<file path="src/design/assert_macros.svh">
// Assertion macros shared by the design files.
// Each check is sampled on the rising edge of clk and is held off while rst_n is low.
`ifndef ASSERT_MACROS_SVH
`define ASSERT_MACROS_SVH
`ifndef SYNTHESIS
// The consequent must hold in the same cycle as the antecedent.
`define BTOP_ASSERT_IMPLY(lbl, ante, cons) \
    lbl: assert property (@(posedge clk) disable iff (!rst_n) (ante) |-> (cons)) \
        else $error("same-cycle implication failed");
// The consequent must hold in the cycle after the antecedent.
`define BTOP_ASSERT_NEXT(lbl, ante, cons) \
    lbl: assert property (@(posedge clk) disable iff (!rst_n) (ante) |=> (cons)) \
        else $error("next-cycle implication failed");
`else
`define BTOP_ASSERT_IMPLY(lbl, ante, cons)
`define BTOP_ASSERT_NEXT(lbl, ante, cons)
`endif
`endif

</file>
<file path="src/design/btop_pkg.sv">
package btop_pkg;

    // Tree size and the storage widths that follow from it.
    localparam int MAX_STEPS  = 1024;
    localparam int NODE_DEPTH = MAX_STEPS + 1;
    localparam int ADDR_W     = $clog2(NODE_DEPTH);

    // Fixed field widths.
    localparam int PRICE_W    = 32;
    localparam int FACTOR_W   = 32;
    localparam int WIDE_W     = 63;
    localparam int STEPS_W    = 11;
    localparam int CFG_IDX_W  = 3;
    localparam int CFG_DATA_W = 32;

    // Fixed-point constants.
    localparam logic [WIDE_W-1:0]   Q30_ONE  = 63'h0000_0000_4000_0000;
    localparam logic [WIDE_W-1:0]   WIDE_CAP = 63'h4000_0000_0000_0000;
    localparam logic [FACTOR_W-1:0] Q31_ONE  = 32'h8000_0000;
    localparam logic [WIDE_W-1:0]   PRICE_MAX_WIDE = 63'h0000_0000_FFFF_FFFF;

    // Step counter type and last step shared by both arithmetic units; each unit has its own multiplier.
    typedef logic [2:0] unit_step_t;
    localparam unit_step_t UNIT_LAST_STEP = 3'd4;

    // Configuration register indexes.
    typedef enum logic [CFG_IDX_W-1:0] {
        REG_UP_FACTOR     = 3'd0,
        REG_DOWN_FACTOR   = 3'd1,
        REG_PROB_UP       = 3'd2,
        REG_STEP_DISCOUNT = 3'd3,
        REG_TREE_STEPS    = 3'd4,
        REG_EXERCISE      = 3'd5
    } cfg_index_t;

endpackage

</file>
<file path="src/design/btop_rollback.sv">
// Iterative roll-back of one node pair:
// floor(disc * floor((p*up + (1-p)*down) / 2^31) / 2^31).
module btop_rollback import btop_pkg::*; (
    input  logic               clk,
    input  logic               rst_n,
    input  logic               start,
    input  logic [FACTOR_W-1:0] prob,
    input  logic [FACTOR_W-1:0] disc,
    input  logic [PRICE_W-1:0] up_val,
    input  logic [PRICE_W-1:0] dn_val,
    output logic               busy,
    output logic [PRICE_W-1:0] result
);

    logic                busy_reg;
    unit_step_t          step_reg;
    logic [FACTOR_W-1:0] prob_reg;
    logic [FACTOR_W-1:0] disc_reg;
    logic [PRICE_W-1:0]  up_reg;
    logic [PRICE_W-1:0]  dn_reg;
    logic [63:0]         prod_reg;
    logic [63:0]         sum_reg;
    logic [PRICE_W-1:0]  mix_reg;
    logic [PRICE_W-1:0]  result_reg;

    logic [31:0] mul_a;
    logic [31:0] mul_b;
    logic [63:0] mul_p;
    logic [63:0] mix_sum;

    // Operands for the shared multiplier.
    always_comb
    begin
        case (step_reg)
            3'd0:
            begin
                mul_a = prob_reg;
                mul_b = up_reg;
            end
            3'd1:
            begin
                mul_a = Q31_ONE - prob_reg;
                mul_b = dn_reg;
            end
            default:
            begin
                mul_a = disc_reg;
                mul_b = mix_reg;
            end
        endcase
    end

    assign mul_p   = 64'(mul_a) * 64'(mul_b);
    assign mix_sum = sum_reg + prod_reg;

    // Control.
    always_ff @(posedge clk or negedge rst_n)
    begin
        if (!rst_n)
        begin
            busy_reg <= 1'b0;
            step_reg <= '0;
        end
        else if (start)
        begin
            busy_reg <= 1'b1;
            step_reg <= '0;
        end
        else if (busy_reg)
        begin
            if (step_reg == UNIT_LAST_STEP)
            begin
                busy_reg <= 1'b0;
            end
            step_reg <= step_reg + 3'd1;
        end
    end

    // Datapath.
    always_ff @(posedge clk)
    begin
        if (start)
        begin
            prob_reg <= prob;
            disc_reg <= disc;
            up_reg   <= up_val;
            dn_reg   <= dn_val;
        end
        else if (busy_reg)
        begin
            case (step_reg)
                3'd0: prod_reg <= mul_p;
                3'd1:
                begin
                    sum_reg  <= prod_reg;
                    prod_reg <= mul_p;
                end
                3'd2: mix_reg <= mix_sum[62:31];
                3'd3: prod_reg <= mul_p;
                default: result_reg <= prod_reg[62:31];
            endcase
        end
    end

    assign busy   = busy_reg;
    assign result = result_reg;

endmodule

</file>
<file path="config.mk">
export PLATFORM = sky130hd
export DESIGN_NAME = btop_rollback
export DESIGN_NICKNAME = d
export VERILOG_FILES = /design/src/design/assert_macros.svh /design/src/design/btop_pkg.sv /design/src/design/btop_rollback.sv
export SDC_FILE = /design/constraint.sdc
export NUM_CORES = 2
export LEC_CHECK = 0
export BUFFER_PORTS_ARGS = -buffer_cell sky130_fd_sc_hd__buf_4
export CAP_MARGIN = 20
export CORE_MARGIN = 5
export CORE_UTILIZATION = 50
export CTS_CLUSTER_SIZE = 10
export DETAILED_ROUTE_END_ITERATION = 12
export PLACE_DENSITY = 0.67
export SYNTH_ARGS = -nofsm -noshare
export SYNTH_HDL_FRONTEND = slang
export SYNTH_SLANG_ARGS = --single-unit
</file>
<file path="constraint.sdc">
create_clock -name clk -period 14.9 [get_ports clk]
set_input_delay 2.98 -clock clk [delete_from_list [all_inputs] [get_ports clk]]
set_output_delay 2.98 -clock clk [all_outputs]
set_load 0.05 [all_outputs]
</file>
# Word level (Yosys, flattened, before mapping)
# Index checks and enable logic that the tools add are counted.
[totals]
rom_bits = 0
wordCells = 35
ram_bits = 0
out_inout_bits = 33
in_bits = 131
regBits = 322
latch_bits = 0
memories = 0
[classes]
mux = 7
addsub = 3
n_bitwise = 2
magnitude_cmp = 0
div = 0
n_eq_ne = 4
reduce_logical = 8
n_shift = 0
mul = 1
[op_table]
columns = ["cell", "n"]
rows = [
  ["$pmux W32 S2", 2],
  ["$add A63 B63 Y63", 1],
  ["$mul A32 B32 Y63", 1],
  ["$sub A32 B32 Y32 const A", 1],
  ["$reduce_and A3 Y1", 4],
  ["$eq A3 B2 Y1 const B", 2],
  ["$mux W3", 2],
  ["$reduce_or A4 Y1", 1],
  ["$add A3 B1 Y3 const B", 1],
  ["$eq A3 B1 Y1 const B", 1],
  ["$eq A3 B3 Y1 const B", 1],
  ["$logic_not A3 Y1", 1],
  ["$mux W1", 3],
  ["$reduce_or A3 Y1", 1],
  ["$not A1 Y1", 2],
  ["$reduce_bool A2 Y1", 1],
]

# Depth between registers and ports, before layout
[logic_depth]
ltp_word = 4
depth_mapped = 42
mapped_depth_nobuf = 39

# Worst setup path before layout
# OpenSTA, ideal clock, no wires.
[synth_path]
path_type = "register -> register"
start = "register prob_reg[1]"
end = "register prod_reg[61], data pin"
period_less_slack_ps = 9797
setup_time_ps = 259
slack_ps = 5103
required_ps = 14641
n_path_buf = 3
arrival_time_ps = 9538
stages_incl_launch_ff = 37
cell_sequence = "edfxtp_1 inv_1 ha_1 or3b_1 or3_1 or3_1 buf_6 nor2b_4 nor3b_4 nand3_2 nor3_2 nor3_1 a221oi_2 buf_2 nor2_1 fa_1 fa_1 inv_1 fa_1 fa_1 inv_1 fa_1 fa_1 fa_1 fa_1 ha_1 clkbuf_1 nand4_1 nor2_1 o211ai_1 nor4_1 a211oi_1 o31ai_1 a21oi_1 o21ai_0 a41oi_1 xnor2_1"
[synth_between]
elab_chain_cells = 3
[synth_rtl]
columns = ["element", "line_no", "source"]
rows = [
  ["from (decl)", "btop_rollback.sv:17", "logic [FACTOR_W-1:0] prob_reg;"],
  ["from (signal assigned)", "btop_rollback.sv:84", "prob_reg <= prob;"],
  ["$sub A32 B32 Y32", "btop_rollback.sv:42", "mul_a = Q31_ONE - prob_reg;"],
  ["$pmux W32 S2 *", "btop_rollback.sv:34", "case (step_reg)"],
  ["$mul A32 B32 Y63 *", "btop_rollback.sv:53", "assign mul_p = 64'(mul_a) * 64'(mul_b);"],
  ["net mul_p[61]", "btop_rollback.sv:28", "logic [63:0] mul_p;"],
  ["to (signal assigned)", "btop_rollback.sv:92", "3'd0: prod_reg <= mul_p;"],
  ["to (signal assigned)", "btop_rollback.sv:96", "prod_reg <= mul_p;"],
  ["to (signal assigned)", "btop_rollback.sv:99", "3'd3: prod_reg <= mul_p;"],
  ["to (decl)", "btop_rollback.sv:21", "logic [63:0] prod_reg;"],
]
# Mark *: on every way through the listed nets, which the timed path passes. The rest lies on a longest branch.
# A chain may end at the register's enable or synchronous reset.

# Final worst setup path
[layout_path]
start = "register prob_reg[2]"
end = "register prod_reg[60], data pin"
# Same word-level chain as after synthesis.

==> impl_metrics.yaml <==
setup_path:
  crit_family: "adder cells"
  cp_num_buf_inv: 5
  crit_path_start_kind: "flop"
  cp_max_fo: 20
  critPathKind: "reg -> reg"
  crit_path_frequent_cell: "fa_1"
  critPathRequiredTime_ns: 15.23
  arrival_ns: 11.67
  critPathMaxStageDelay_ns: 0.54
  crit_path_end_kind: "flop"
  critPathSlowestCell: "nand4b_1"
timing:
  finalCritPeriodShare_pct: 76.1
  setup_violations: 0
  maxSlewViolCount: 0
  relSlewSlack_pct: 21.2
  finalHoldViolCount: 0
  finClkSkew_ns: 0.0363
  rsz0062_at_grt: "false"
  worst_pin_slew_ns: 1.18
  tns_ns: 0
  max_freq_mhz: 88.2
  period_needed_ns: 11.34
route:
  drc_errors: 0
  vias_per_cell: 5.88
  wirelength_um: 149000
  dr.pass1.iters: 6
  num_vias: 35017
  ant_nets: 0
  drtIter0Drc: 3490
  routedWlPerCell_um: 25.1
floorplan:
  die_area_mm2: 0.0982
  die_h_um: 313
  start_util_pct: 50.3
  num_rows: 111
  ios: 164
  coreArea_mm2: 0.0915
  die_w_um: 313
clocking:
  ctsResizeCount: 0
  htreeDepth: 2
  cts_sinks: 322
  clk_latency_ns: 0.59
  clk_pin_slew_worst_paths_ns: 0.06
  root_buffer: "clkbuf_16"
  clockBufferDepth: 3
  post_cts_buffers: 0
  cts_tree: "yes"
  cts_hold_buf: 0
  cts_made_buffers: 39
placed_design:
  hpwl_um: 114000
  portBuffers: 163
  routabilityCongestion: 0.960
  dp.cells: 5899
synthesis:
  ys_ff_latch: 322
  ys.flop_type: "edfxtp_1"
  synthDistinctLibCells: 67
  yosys_warnings: 0
  mappedNetlistArea_mm2: 0.0460
  synth.net_count: 6006
  seq_area_frac_synth_pct: 21.0
  synthArstFlopShare_pct: 1.24
  synth.avg_cell_area_um2: 9.89
  postSynthCellCount: 4656
  synth_edf_count: 318
global_route:
  antenna_found_initial: 2
  grt_pass1_wl_um: 227000
  overflow: 0
  grt_pass1_vias: 36978
  grt_max_degree: 68
  track_usage_pct: 30.9
layout:
  layout.nets: 6104
  layout-drive-gt1-share_pct: 8.66
  fill_cells: 8096
  instances_no_fill: 5957
  area_growth_syn_to_layout_pct: 9.60
status:
  outcome: "complete, no violations"
job:
  cap_violations: 0
worst_hold_path:
  hold_class: "reg -> reg"
## cells by family after synthesis
| kind of cell | synth area share [%] |
|---|---|
| flip-flops | 21.0 |
| adder cells (fa/ha/maj) | 47.7 |
| AO/OA/AOI/OAI | 7.87 |
| buffers and inverters | 9.17 |
| multiplexers | 0.0217 |
| XOR/XNOR | 1.90 |
| AND/OR/NAND/NOR | 12.3 |
## worst paths after layout
check / start / to / slack [ns] / cells after the start
hold / removal: prod_reg[0] / sum_reg[0] / 0.45 / 0
setup reg to reg: prob_reg[2] / prod_reg[60] / 3.56 / 36
hold reg to reg: prod_reg[0] / sum_reg[0] / 0.45 / 0
max in group asynchronous: rst_n / busy / 12.62 / 1
setup / recovery: prob_reg[2] / prod_reg[60] / 3.56 / 36
min in group asynchronous: rst_n / step_reg[2] / 2.18 / 1
## synth_stat cells, types with 5 or more instances
| cell | count | area, µm² |
|---|---|---|
| a21oi_1 | 131 | 656 |
| o31ai_1 | 7 | 52.6 |
| o21bai_1 | 16 | 120 |
| a221oi_1 | 40 | 350 |
| nor3b_1 | 6 | 45.0 |
| edfxtp_1 | 318 | 9550 |
| inv_1 | 890 | 3340 |
| buf_1 | 9 | 33.8 |
| and3_1 | 15 | 93.8 |
| a211oi_1 | 12 | 90.1 |
| nand2_1 | 567 | 2130 |
| clkbuf_1 | 213 | 800 |
| a41oi_1 | 6 | 52.6 |
| o211ai_1 | 10 | 75.1 |
| o21ai_0 | 70 | 350 |
| a21o_1 | 77 | 578 |
| o311a_1 | 18 | 180 |
| nor2_1 | 630 | 2360 |
| o21a_1 | 16 | 120 |
| o311ai_0 | 10 | 87.6 |
| and2_1 | 39 | 244 |
| fa_1 | 895 | 17900 |
| ha_1 | 324 | 4050 |
| xnor2_1 | 71 | 622 |
| nor3_1 | 23 | 115 |
| a31oi_1 | 14 | 87.6 |
| or2_2 | 5 | 31.3 |
| nor4_1 | 13 | 81.3 |
| xor2_1 | 29 | 254 |
| a221o_1 | 44 | 440 |
| nand4_1 | 18 | 113 |
| nand3_1 | 20 | 100 |
| o311ai_1 | 8 | 70.1 |
| nand2b_1 | 11 | 68.8 |
| nor2b_1 | 17 | 106 |
## worst register-to-register path, delay by kind of cell, from the launching register on
family / cells / cell delay (ns)
adder cells (fa/ha/maj): 9 / 4.32
AND/OR/NAND/NOR: 15 / 3.90
AO/OA/AOI/OAI: 6 / 1.74
buffers and inverters: 5 / 0.50
flip-flops: 1 / 0.47
XOR/XNOR: 1 / 0.16
## through the flow
step / util, % / setup WS (ns) / area (µm²) / hold WS, ns
2_1_floorplan: - / 5.10 / 46000 / 0.427
5_1_grt: 55.1 / 2.92 / 50400 / 0.466
4_1_cts: 55.1 / 3.71 / 50400 / 0.450
3_5_place_dp: 53.9 / 3.73 / 49300 / 0.436
3_3_place_gp: 53.9 / 3.89 / 49300 / 0.433
6_report: 55.1 / 3.56 / 50400 / 0.447
## cells in the final DEF (no fill, tap or decap), types with 5 or more instances in the layout
| cell | instances |
|---|---|
| o211ai_1 | 10 |
| and3_1 | 15 |
| xor2_1 | 29 |
| nand2b_1 | 11 |
| o21bai_1 | 16 |
| a221oi_4 | 9 |
| clkbuf_1 | 11 |
| nand3_1 | 20 |
| fa_1 | 895 |
| o21a_1 | 16 |
| nand4_1 | 18 |
| a221oi_2 | 29 |
| edfxtp_1 | 318 |
| nor2b_1 | 15 |
| o31ai_1 | 7 |
| a21oi_1 | 129 |
| nor3_1 | 23 |
| nand2_1 | 565 |
| xnor2_1 | 71 |
| nor2_1 | 628 |
| a221oi_1 | 5 |
| a221o_1 | 43 |
| o21ai_0 | 70 |
| nor4_1 | 13 |
| a21o_1 | 77 |
| clkbuf_16 | 39 |
| inv_1 | 890 |
| a41oi_1 | 6 |
| buf_4 | 284 |
| a31oi_1 | 14 |
| o311a_1 | 17 |
| o311ai_4 | 5 |
| o311ai_2 | 13 |
| and2_1 | 39 |
| nor3b_1 | 5 |
| a211oi_1 | 12 |
| or2_2 | 5 |
| ha_1 | 324 |
## layout make-up
type	instances	area, µm²	share of cell area, %
Inverter	890	3340	6.62
Timing Repair Buffer	285	2140	4.25
Clock inverter	7	104	0.206
Clock buffer	50	1020	2.02
Tap cell	1186	1480	2.94
Sequential cell	322	9650	19.1
Multi-Input combinational cell	3216	32700	64.8
Antenna cell	1	2.50	0.00496
## layer usage
layer / up-vias / part of all wire (%) / track usage, %
met5: - / 0 / 0
met4: 0 / 7.8 / 17.1
met3: 518 / 11 / 7.98
met2: 1886 / 45 / 48.1
met1: 17825 / 37 / 39.8
li1: 14788 / - / -
Power is left out: the tool's default activity adds up to more than one toggle a clock period on the data nets, which glitch-free logic cannot reach.
