## config.mk

```make
export PLATFORM = sky130hd
export DESIGN_NAME = btop_mulq30
export DESIGN_NICKNAME = d
export VERILOG_FILES = /design/src/design/assert_macros.svh /design/src/design/btop_pkg.sv /design/src/design/btop_mulq30.sv
export SDC_FILE = /design/constraint.sdc
export NUM_CORES = 2
export LEC_CHECK = 0
export ABC_CLOCK_PERIOD_IN_PS = 17100
export BUFFER_PORTS_ARGS = -buffer_cell sky130_fd_sc_hd__clkbuf_2
export CORE_MARGIN = 2
export CORE_UTILIZATION = 60
export DETAILED_ROUTE_END_ITERATION = 12
export PLACE_DENSITY_LB_ADDON = 0.2
export SETUP_SLACK_MARGIN = 0.3
export SLEW_MARGIN = 20
export SYNTH_ARGS = -nofsm -noshare
export SYNTH_HDL_FRONTEND = slang
export SYNTH_SLANG_ARGS = --single-unit
```

## constraint.sdc

```tcl
create_clock -name clk -period 17.1 [get_ports clk]
set_input_delay 0.855 -clock clk [delete_from_list [all_inputs] [get_ports clk]]
set_output_delay 0.855 -clock clk [all_outputs]
set_load 0.1 [all_outputs]
```

## src/design/assert_macros.svh

```systemverilog
// Assertion macros shared by the design files.
// Each check is sampled on the rising edge of clk and is held off while rst_n is low.
`ifndef ASSERT_MACROS_SVH
`define ASSERT_MACROS_SVH
`ifndef SYNTHESIS
// The consequent must hold in the same cycle as the antecedent.
`define BTOP_ASSERT_IMPLY(lbl, ante, cons) \
    lbl: assert property (@(posedge clk) disable iff (!rst_n) (ante) |-> (cons)) \
        else $error("same-cycle implication failed");
// The consequent must hold in the cycle after the antecedent.
`define BTOP_ASSERT_NEXT(lbl, ante, cons) \
    lbl: assert property (@(posedge clk) disable iff (!rst_n) (ante) |=> (cons)) \
        else $error("next-cycle implication failed");
`else
`define BTOP_ASSERT_IMPLY(lbl, ante, cons)
`define BTOP_ASSERT_NEXT(lbl, ante, cons)
`endif
`endif

```

## src/design/btop_pkg.sv

```systemverilog
package btop_pkg;

    // Tree size and the storage widths that follow from it.
    localparam int MAX_STEPS  = 1024;
    localparam int NODE_DEPTH = MAX_STEPS + 1;
    localparam int ADDR_W     = $clog2(NODE_DEPTH);

    // Fixed field widths.
    localparam int PRICE_W    = 32;
    localparam int FACTOR_W   = 32;
    localparam int WIDE_W     = 63;
    localparam int STEPS_W    = 11;
    localparam int CFG_IDX_W  = 3;
    localparam int CFG_DATA_W = 32;

    // Fixed-point constants.
    localparam logic [WIDE_W-1:0]   Q30_ONE  = 63'h0000_0000_4000_0000;
    localparam logic [WIDE_W-1:0]   WIDE_CAP = 63'h4000_0000_0000_0000;
    localparam logic [FACTOR_W-1:0] Q31_ONE  = 32'h8000_0000;
    localparam logic [WIDE_W-1:0]   PRICE_MAX_WIDE = 63'h0000_0000_FFFF_FFFF;

    // Step counter type and last step shared by both arithmetic units; each unit has its own multiplier.
    typedef logic [2:0] unit_step_t;
    localparam unit_step_t UNIT_LAST_STEP = 3'd4;

    // Configuration register indexes.
    typedef enum logic [CFG_IDX_W-1:0] {
        REG_UP_FACTOR     = 3'd0,
        REG_DOWN_FACTOR   = 3'd1,
        REG_PROB_UP       = 3'd2,
        REG_STEP_DISCOUNT = 3'd3,
        REG_TREE_STEPS    = 3'd4,
        REG_EXERCISE      = 3'd5
    } cfg_index_t;

endpackage

```

## src/design/btop_mulq30.sv

```systemverilog
// Iterative Q30 multiplier: floor(a*b / 2^30) with both operands and the
// result capped at 2^62, built from four 32x32 partial products.
module btop_mulq30 import btop_pkg::*; (
    input  logic              clk,
    input  logic              rst_n,
    input  logic              start,
    input  logic [WIDE_W-1:0] a,
    input  logic [WIDE_W-1:0] b,
    output logic              busy,
    output logic [WIDE_W-1:0] result
);

    logic              busy_reg;
    unit_step_t        step_reg;
    logic [WIDE_W-1:0] a_reg;
    logic [WIDE_W-1:0] b_reg;
    logic [63:0]       prod_reg;
    logic [63:0]       hh_reg;
    logic [63:0]       mid_reg;
    logic [WIDE_W-1:0] result_reg;

    logic [31:0] mul_a;
    logic [31:0] mul_b;
    logic [63:0] mul_p;
    logic [63:0] acc;
    logic        cap_hit;

    // Operand halves for the current partial product.
    always_comb
    begin
        case (step_reg)
            3'd0:
            begin
                mul_a = {1'b0, a_reg[62:32]};
                mul_b = {1'b0, b_reg[62:32]};
            end
            3'd1:
            begin
                mul_a = {1'b0, a_reg[62:32]};
                mul_b = b_reg[31:0];
            end
            3'd2:
            begin
                mul_a = a_reg[31:0];
                mul_b = {1'b0, b_reg[62:32]};
            end
            default:
            begin
                mul_a = a_reg[31:0];
                mul_b = b_reg[31:0];
            end
        endcase
    end

    assign mul_p = 64'(mul_a) * 64'(mul_b);

    // Recombination of the partial products with the overflow caps.
    assign cap_hit = (hh_reg >= 64'h0000_0000_1000_0000) ||
                     (mid_reg >= 64'h1000_0000_0000_0000);
    assign acc = (hh_reg << 34) + (mid_reg << 2) + (prod_reg >> 30);

    // Control.
    always_ff @(posedge clk or negedge rst_n)
    begin
        if (!rst_n)
        begin
            busy_reg <= 1'b0;
            step_reg <= '0;
        end
        else if (start)
        begin
            busy_reg <= 1'b1;
            step_reg <= '0;
        end
        else if (busy_reg)
        begin
            if (step_reg == UNIT_LAST_STEP)
            begin
                busy_reg <= 1'b0;
            end
            step_reg <= step_reg + 3'd1;
        end
    end

    // Datapath.
    always_ff @(posedge clk)
    begin
        if (start)
        begin
            a_reg <= (a > WIDE_CAP) ? WIDE_CAP : a;
            b_reg <= (b > WIDE_CAP) ? WIDE_CAP : b;
        end
        else if (busy_reg)
        begin
            case (step_reg)
                3'd0: prod_reg <= mul_p;
                3'd1:
                begin
                    hh_reg   <= prod_reg;
                    prod_reg <= mul_p;
                end
                3'd2:
                begin
                    mid_reg  <= prod_reg;
                    prod_reg <= mul_p;
                end
                3'd3:
                begin
                    mid_reg  <= mid_reg + prod_reg;
                    prod_reg <= mul_p;
                end
                default:
                begin
                    if (cap_hit || (acc > {1'b0, WIDE_CAP}))
                    begin
                        result_reg <= WIDE_CAP;
                    end
                    else
                    begin
                        result_reg <= acc[WIDE_W-1:0];
                    end
                end
            endcase
        end
    end

    assign busy   = busy_reg;
    assign result = result_reg;

endmodule

```

* After elaboration in Yosys (flattened, before gate mapping)
Cells that the tools add are included.
Storage, ports and cells: output and inout bits 64, word-level logic and storage cells 44, bits of input ports 129, register bits 385
Operators by class: $lt $le $gt $ge 5, add/subtract/negate cells 4, $mul 1, bitwise logic cells 2, reductions and logical operators 12, multiplexer cells 8, equal/unequal tests 4
Operator list (count):
- adder 64 bit | 2
- case mux 64 bit (2 select lines) | 1
- greater-than comparator 63 bit, second input constant | 2
- adder 64 x 34 -> 64 bit | 1
- greater-or-equal comparator 64 x 29 -> 1 bit, second input constant | 1
- greater-or-equal comparator 64 x 61 -> 1 bit, second input constant | 1
- greater-than comparator 64 x 63 -> 1 bit, second input constant | 1
- multiplier 32 x 32 -> 64 bit | 1
- two-way mux 32 bit | 2
- AND reduction 3 bit | 4
- == test 3 x 2 -> 1 bit, second input constant | 2
- two-way mux 3 bit | 2
- nonzero test 2 bit | 2
- OR reduction 2 bit | 2
- OR reduction 4 bit | 1
- adder 3 x 1 -> 3 bit, second input constant | 1
- == test 3 x 1 -> 1 bit, second input constant | 1
- == test 3 bit, second input constant | 1
- zero test 3 bit | 1
- two-way mux 1 bit | 3
- logical OR 1 bit | 2
- NOT 1 bit | 2

* Depth between registers and ports, before layout
word-level depth 4, gate-level depth with buffers 36, mapped depth without buffers 33

* Least setup slack after synthesis
Ideal clock, no wire load.
path type reg-to-reg, start reg step_reg[0], end reg prod_reg[57] (data pin), setup slack 7.988 ns, period minus slack after synthesis 9.112 ns, setup time 0.262 ns, path buffers 3, stages on the path, launching flop included 32, required time 16.838 ns, data arrival time 8.850 ns, cells stage by stage dfrtp_1 inv_1 ha_1 o21ai_1 buf_1 buf_1 mux2i_1 clkbuf_1 nor2_1 fa_1 fa_1 fa_1 inv_1 fa_1 inv_1 fa_1 inv_1 fa_1 inv_1 fa_1 fa_1 ha_1 and2_1 nor2b_1 nand3_1 o21ai_0 a311oi_1 o31a_1 nor4b_1 nor2_1 o31ai_1 xnor2_1
On the way: word-level cells in the longest chain between the ends 4, elaborated cells between the ends (all ways) 8, classes of those cells 1 x mul; 2 x eq/ne; 2 x mux; 3 x reduce/logical
RTL lines:
- start, declared | line btop_mulq30.sv:14 | unit_step_t step_reg;
- start signal, assigned | line btop_mulq30.sv:81 | step_reg <= step_reg + 3'd1;
- == test 3 x 1 -> 1 bit, or another cell as far along | line btop_mulq30.sv:31 | case (step_reg)
- OR reduction 2 bit (no source line)
- two-way mux 32 bit | line btop_mulq30.sv:31
- multiplier 32 x 32 -> 64 bit (*) | line btop_mulq30.sv:55 | assign mul_p = 64'(mul_a) * 64'(mul_b);
- named net mul_p[57] | line btop_mulq30.sv:24 | logic [63:0] mul_p;
- end signal, assigned | line btop_mulq30.sv:96 | 3'd0: prod_reg <= mul_p;
- end signal, assigned | line btop_mulq30.sv:100 | prod_reg <= mul_p;
- end signal, assigned | line btop_mulq30.sv:105 | prod_reg <= mul_p;
- end, declared | line btop_mulq30.sv:17 | logic [63:0] prod_reg;
Mark *: on every way through the listed nets, which the timed path passes. The rest lies on a longest branch. A chain may end at the register's enable or synchronous reset.

* Final worst setup path
Same ends and word-level chain as after synthesis.

==> results summary <==
The clock-pin transition on the worst setup and hold timing paths came out at 0.06 ns. The number of global-route vias before repair is 43831. CTS saw 385 sinks.

The routed wire length came out at 170 mm. The type of origin of the critical path is a register. The share of flip-flops with an asynchronous set or reset came out at 1.04%.

The total nets after synthesis came out at 7112. By area, the combinational part of the netlist is dominated by adder cells. The detailed-placement wirelength estimate is 137 mm. The total count of max-transition violations in the final report came out at 0. The final route contains 42328 vias. The cell at the root of the clock tree is clkbuf_16. The worst setup path is captured at a register. The post-route clock skew came out at 0.0533 ns.

The pin count of the biggest net entering global routing came out at 78. The final estimated routing congestion in global placement is 1.04. The distinct cell type count of the synthesized netlist came out at 92. For this run, the leading register cell type out of synthesis is edfxtp_1. After Yosys synthesis, full adders, half adders and majority gates account for 41.6% of the synthesized area. The worst setup path is of the register to register kind.

The first-pass iteration count of the detailed router is 6. The core area is 0.0912 mm2. The post-synthesis cell count came out at 5693. The maximum count of clock buffers along a single path is 3. Once the floorplan was initialized, standard cells occupied 60.3% of the core. The final number of setup-violating endpoints came out at 0. The combined global-route utilization of all metal layers came out at 36.5%. The total congestion overflow came out at 0. The number of flops mapped to enable cells by yosys is 381.

After detailed routing, the average wire length per cell comes to 24.3 um. The detailed router's first-iteration violation count is 3796. The cell area after synthesis came out at 0.0550 mm2. The clock network latency to the later pin of the worst-skew pair came out at 0.65 ns. The tool flagged a number of max-cap violations equal to 0. After Yosys synthesis, XOR and XNOR cells account for 2.63% of the synthesized area. Clock tree synthesis inserted a total of 44 buffers. The number of cells on the worst reg-to-reg path came out at 29. The worst endpoint data arrival time is 11.40 ns. The share of synthesized area occupied by flip-flops and latches came out at 21.0%.

The overall die height came out at 307 um. TritonCTS built the clock tree. The hold buffer count at cts came out at 0. Among all stages on the critical path, the largest delay is contributed by mux2i_4. The actual transition at the worst max-transition pin came out at 1.33 ns. In this run the worst path has a maximum fanout of 38. The worst hold path belongs to the class input pin to async pin. The post-route fraction of the period consumed by the critical path is 64.4%. Counting I/O delays and the setup requirement, the final critical path takes 11.02 ns. The number of standard-cell rows in the floorplan came out at 111. The remaining antenna violation count after routing is 0.

The final non-filler cell total came out at 6975. The number of buffers inserted to repair setup after CTS came out at 0. The number of instances resized during post-cts repair came out at 0. The flow ran to the end, and the final reports show no timing, DRC or antenna violations.

The total of warnings raised by yosys is 0. In the routed layout, each cell is associated on average with a via count of 6.07. The initial antenna violation count is 1. The count of state elements after synthesis is 385. The maximum single-stage delay on the critical path came out at 0.88 ns.

STA puts the critical path data required time at 17.48 ns. The fraction of the mapped netlist area in simple logic gates came out at 14.4%. The post-layout net count is 7171. The horizontal extent of the die came out at 307 um. The growth of design area from synthesis to finish came out at 6.85%. The portion of synthesized area spent on multiplexers is 3.58%. The number of hold-slack violations in the final timing report came to 0.

The total placed cells including tap cells came out at 6892. The top-level I/O count is 193. The peak clock frequency supported by timing is 90.8 MHz.

Among the stages of the critical path, the cell type that occurs most often is fa_1. Measured against its own limit, the worst slew margin works out to 10.6%. The post-route setup TNS is 0 ns. The utilization after layout came out at 64.4%. Setup repair after global routing left no endpoint under its margin.

Buffers placed on the I/O ports in this run total 192. The compound-gate portion of the synthesized area came out at 8.70%. The per-instance average area after synthesis is 9.66 um2. The DRC violation count after routing came out at 0.

The share of final-layout standard cells stronger than drive strength 1 is 9.90%. The die area came out at 0.0941 mm2. The count of H-tree levels built during CTS is 2. The first global-routing pass estimated 257 mm of wire.
-- layout make-up --
class                           instances  area, um2
Sequential cell                       385      11500
Multi-Input combinational cell       4152      39400
Fill cell                            7455      32500
Antenna cell                            2       5.00
Timing Repair Buffer                  263       1500
Inverter                              906       3400
Tap cell                             1186       1480
Clock inverter                         28        340
Clock buffer                           53       1130
-- stage by stage --
stage,cell area [um2],hold slack (ns),setup WS (ns)
6_report,58800,0.145,6.08
5_1_grt,58800,0.130,5.55
3_3_place_gp,57300,0.472,6.28
3_5_place_dp,57300,0.478,6.13
2_1_floorplan,55000,0.453,7.99
4_1_cts,58800,0.112,6.13
-- critical path: cells and delay by family (launching register included) --
| kind | cells | cell delay, ns |
|---|---|---|
| xor+xnor | 1 | 0.10 |
| buf+inv | 6 | 1.04 |
| simple gates | 6 | 1.41 |
| flops | 1 | 0.41 |
| fa+ha+maj | 10 | 4.63 |
| compound gates | 5 | 2.25 |
| mux | 1 | 0.88 |
-- worst paths after layout --
kind	slack, ns	start	to
max in group asynchronous	16.68	rst_n	busy$_DFF_PN0_
worst min register to register	0.49	prod_reg[4]$_DFFE_PP_	hh_reg[4]$_DFFE_PP_
worst max register to register	6.08	step_reg[0]$_DFFE_PN0P_	prod_reg[57]$_DFFE_PP_
worst max-delay path	6.08	step_reg[0]$_DFFE_PN0P_	prod_reg[57]$_DFFE_PP_
worst min-delay path	0.14	rst_n	step_reg[2]$_DFFE_PN0P_
min in group clk	0.44	a[62]	a_reg[62]$_SDFFCE_PN1P_
-- cell families after synthesis --
logic type / count (synthesis)
buf+inv: 1156
fa+ha+maj: 1290
simple gates: 1795
mux: 182
xor+xnor: 165
compound gates: 720
flops: 385
-- metal layers --
metal  part of all wire, %  GRT usage, %
met1                    37          45.2
met2                    45          57.3
met3                    10          9.68
met4                   7.8          23.0
met5                     0             0
-- synth_stat cells, types with 31 or more instances --
cell type	instances	area [um2]
inv_1	906	3400
fa_1	898	18000
nor2_1	708	2660
nand2_1	619	2320
ha_1	392	4900
edfxtp_1	381	11400
a21oi_1	229	1150
clkbuf_1	203	762
and2_1	144	901
mux2_2	119	1340
xnor2_1	111	972
o21ai_0	107	536
a21o_1	70	526
mux2i_1	63	631
nand4_1	58	363
xor2_1	54	473
nor4_1	49	307
nand3_1	38	190
nor3_1	38	190
o21bai_1	32	240
a21oi_2	31	272
o21a_1	31	233
-- cells in the final DEF, fill, tap and decap left out, types with 23 or more instances in the layout --
| master | count |
|---|---|
| o21a_1 | 31 |
| xnor2_1 | 111 |
| a211oi_1 | 23 |
| buf_4 | 72 |
| clkbuf_2 | 191 |
| edfxtp_1 | 381 |
| nor2b_1 | 24 |
| mux2_2 | 119 |
| and2_1 | 144 |
| nand3_1 | 38 |
| nor3_1 | 38 |
| clkbuf_16 | 44 |
| a31oi_1 | 24 |
| ha_1 | 391 |
| inv_1 | 906 |
| nand2_1 | 619 |
| a21oi_2 | 31 |
| nor4_1 | 49 |
| nand4_1 | 58 |
| a21o_1 | 70 |
| nor2_1 | 706 |
| o21bai_1 | 32 |
| fa_1 | 898 |
| o21ai_0 | 107 |
| xor2_1 | 54 |
| mux2i_1 | 26 |
| a21oi_1 | 227 |
| o211ai_1 | 23 |
Power is left out: the tool's default activity adds up to more than one toggle a clock period on the data nets, which glitch-free logic cannot reach.
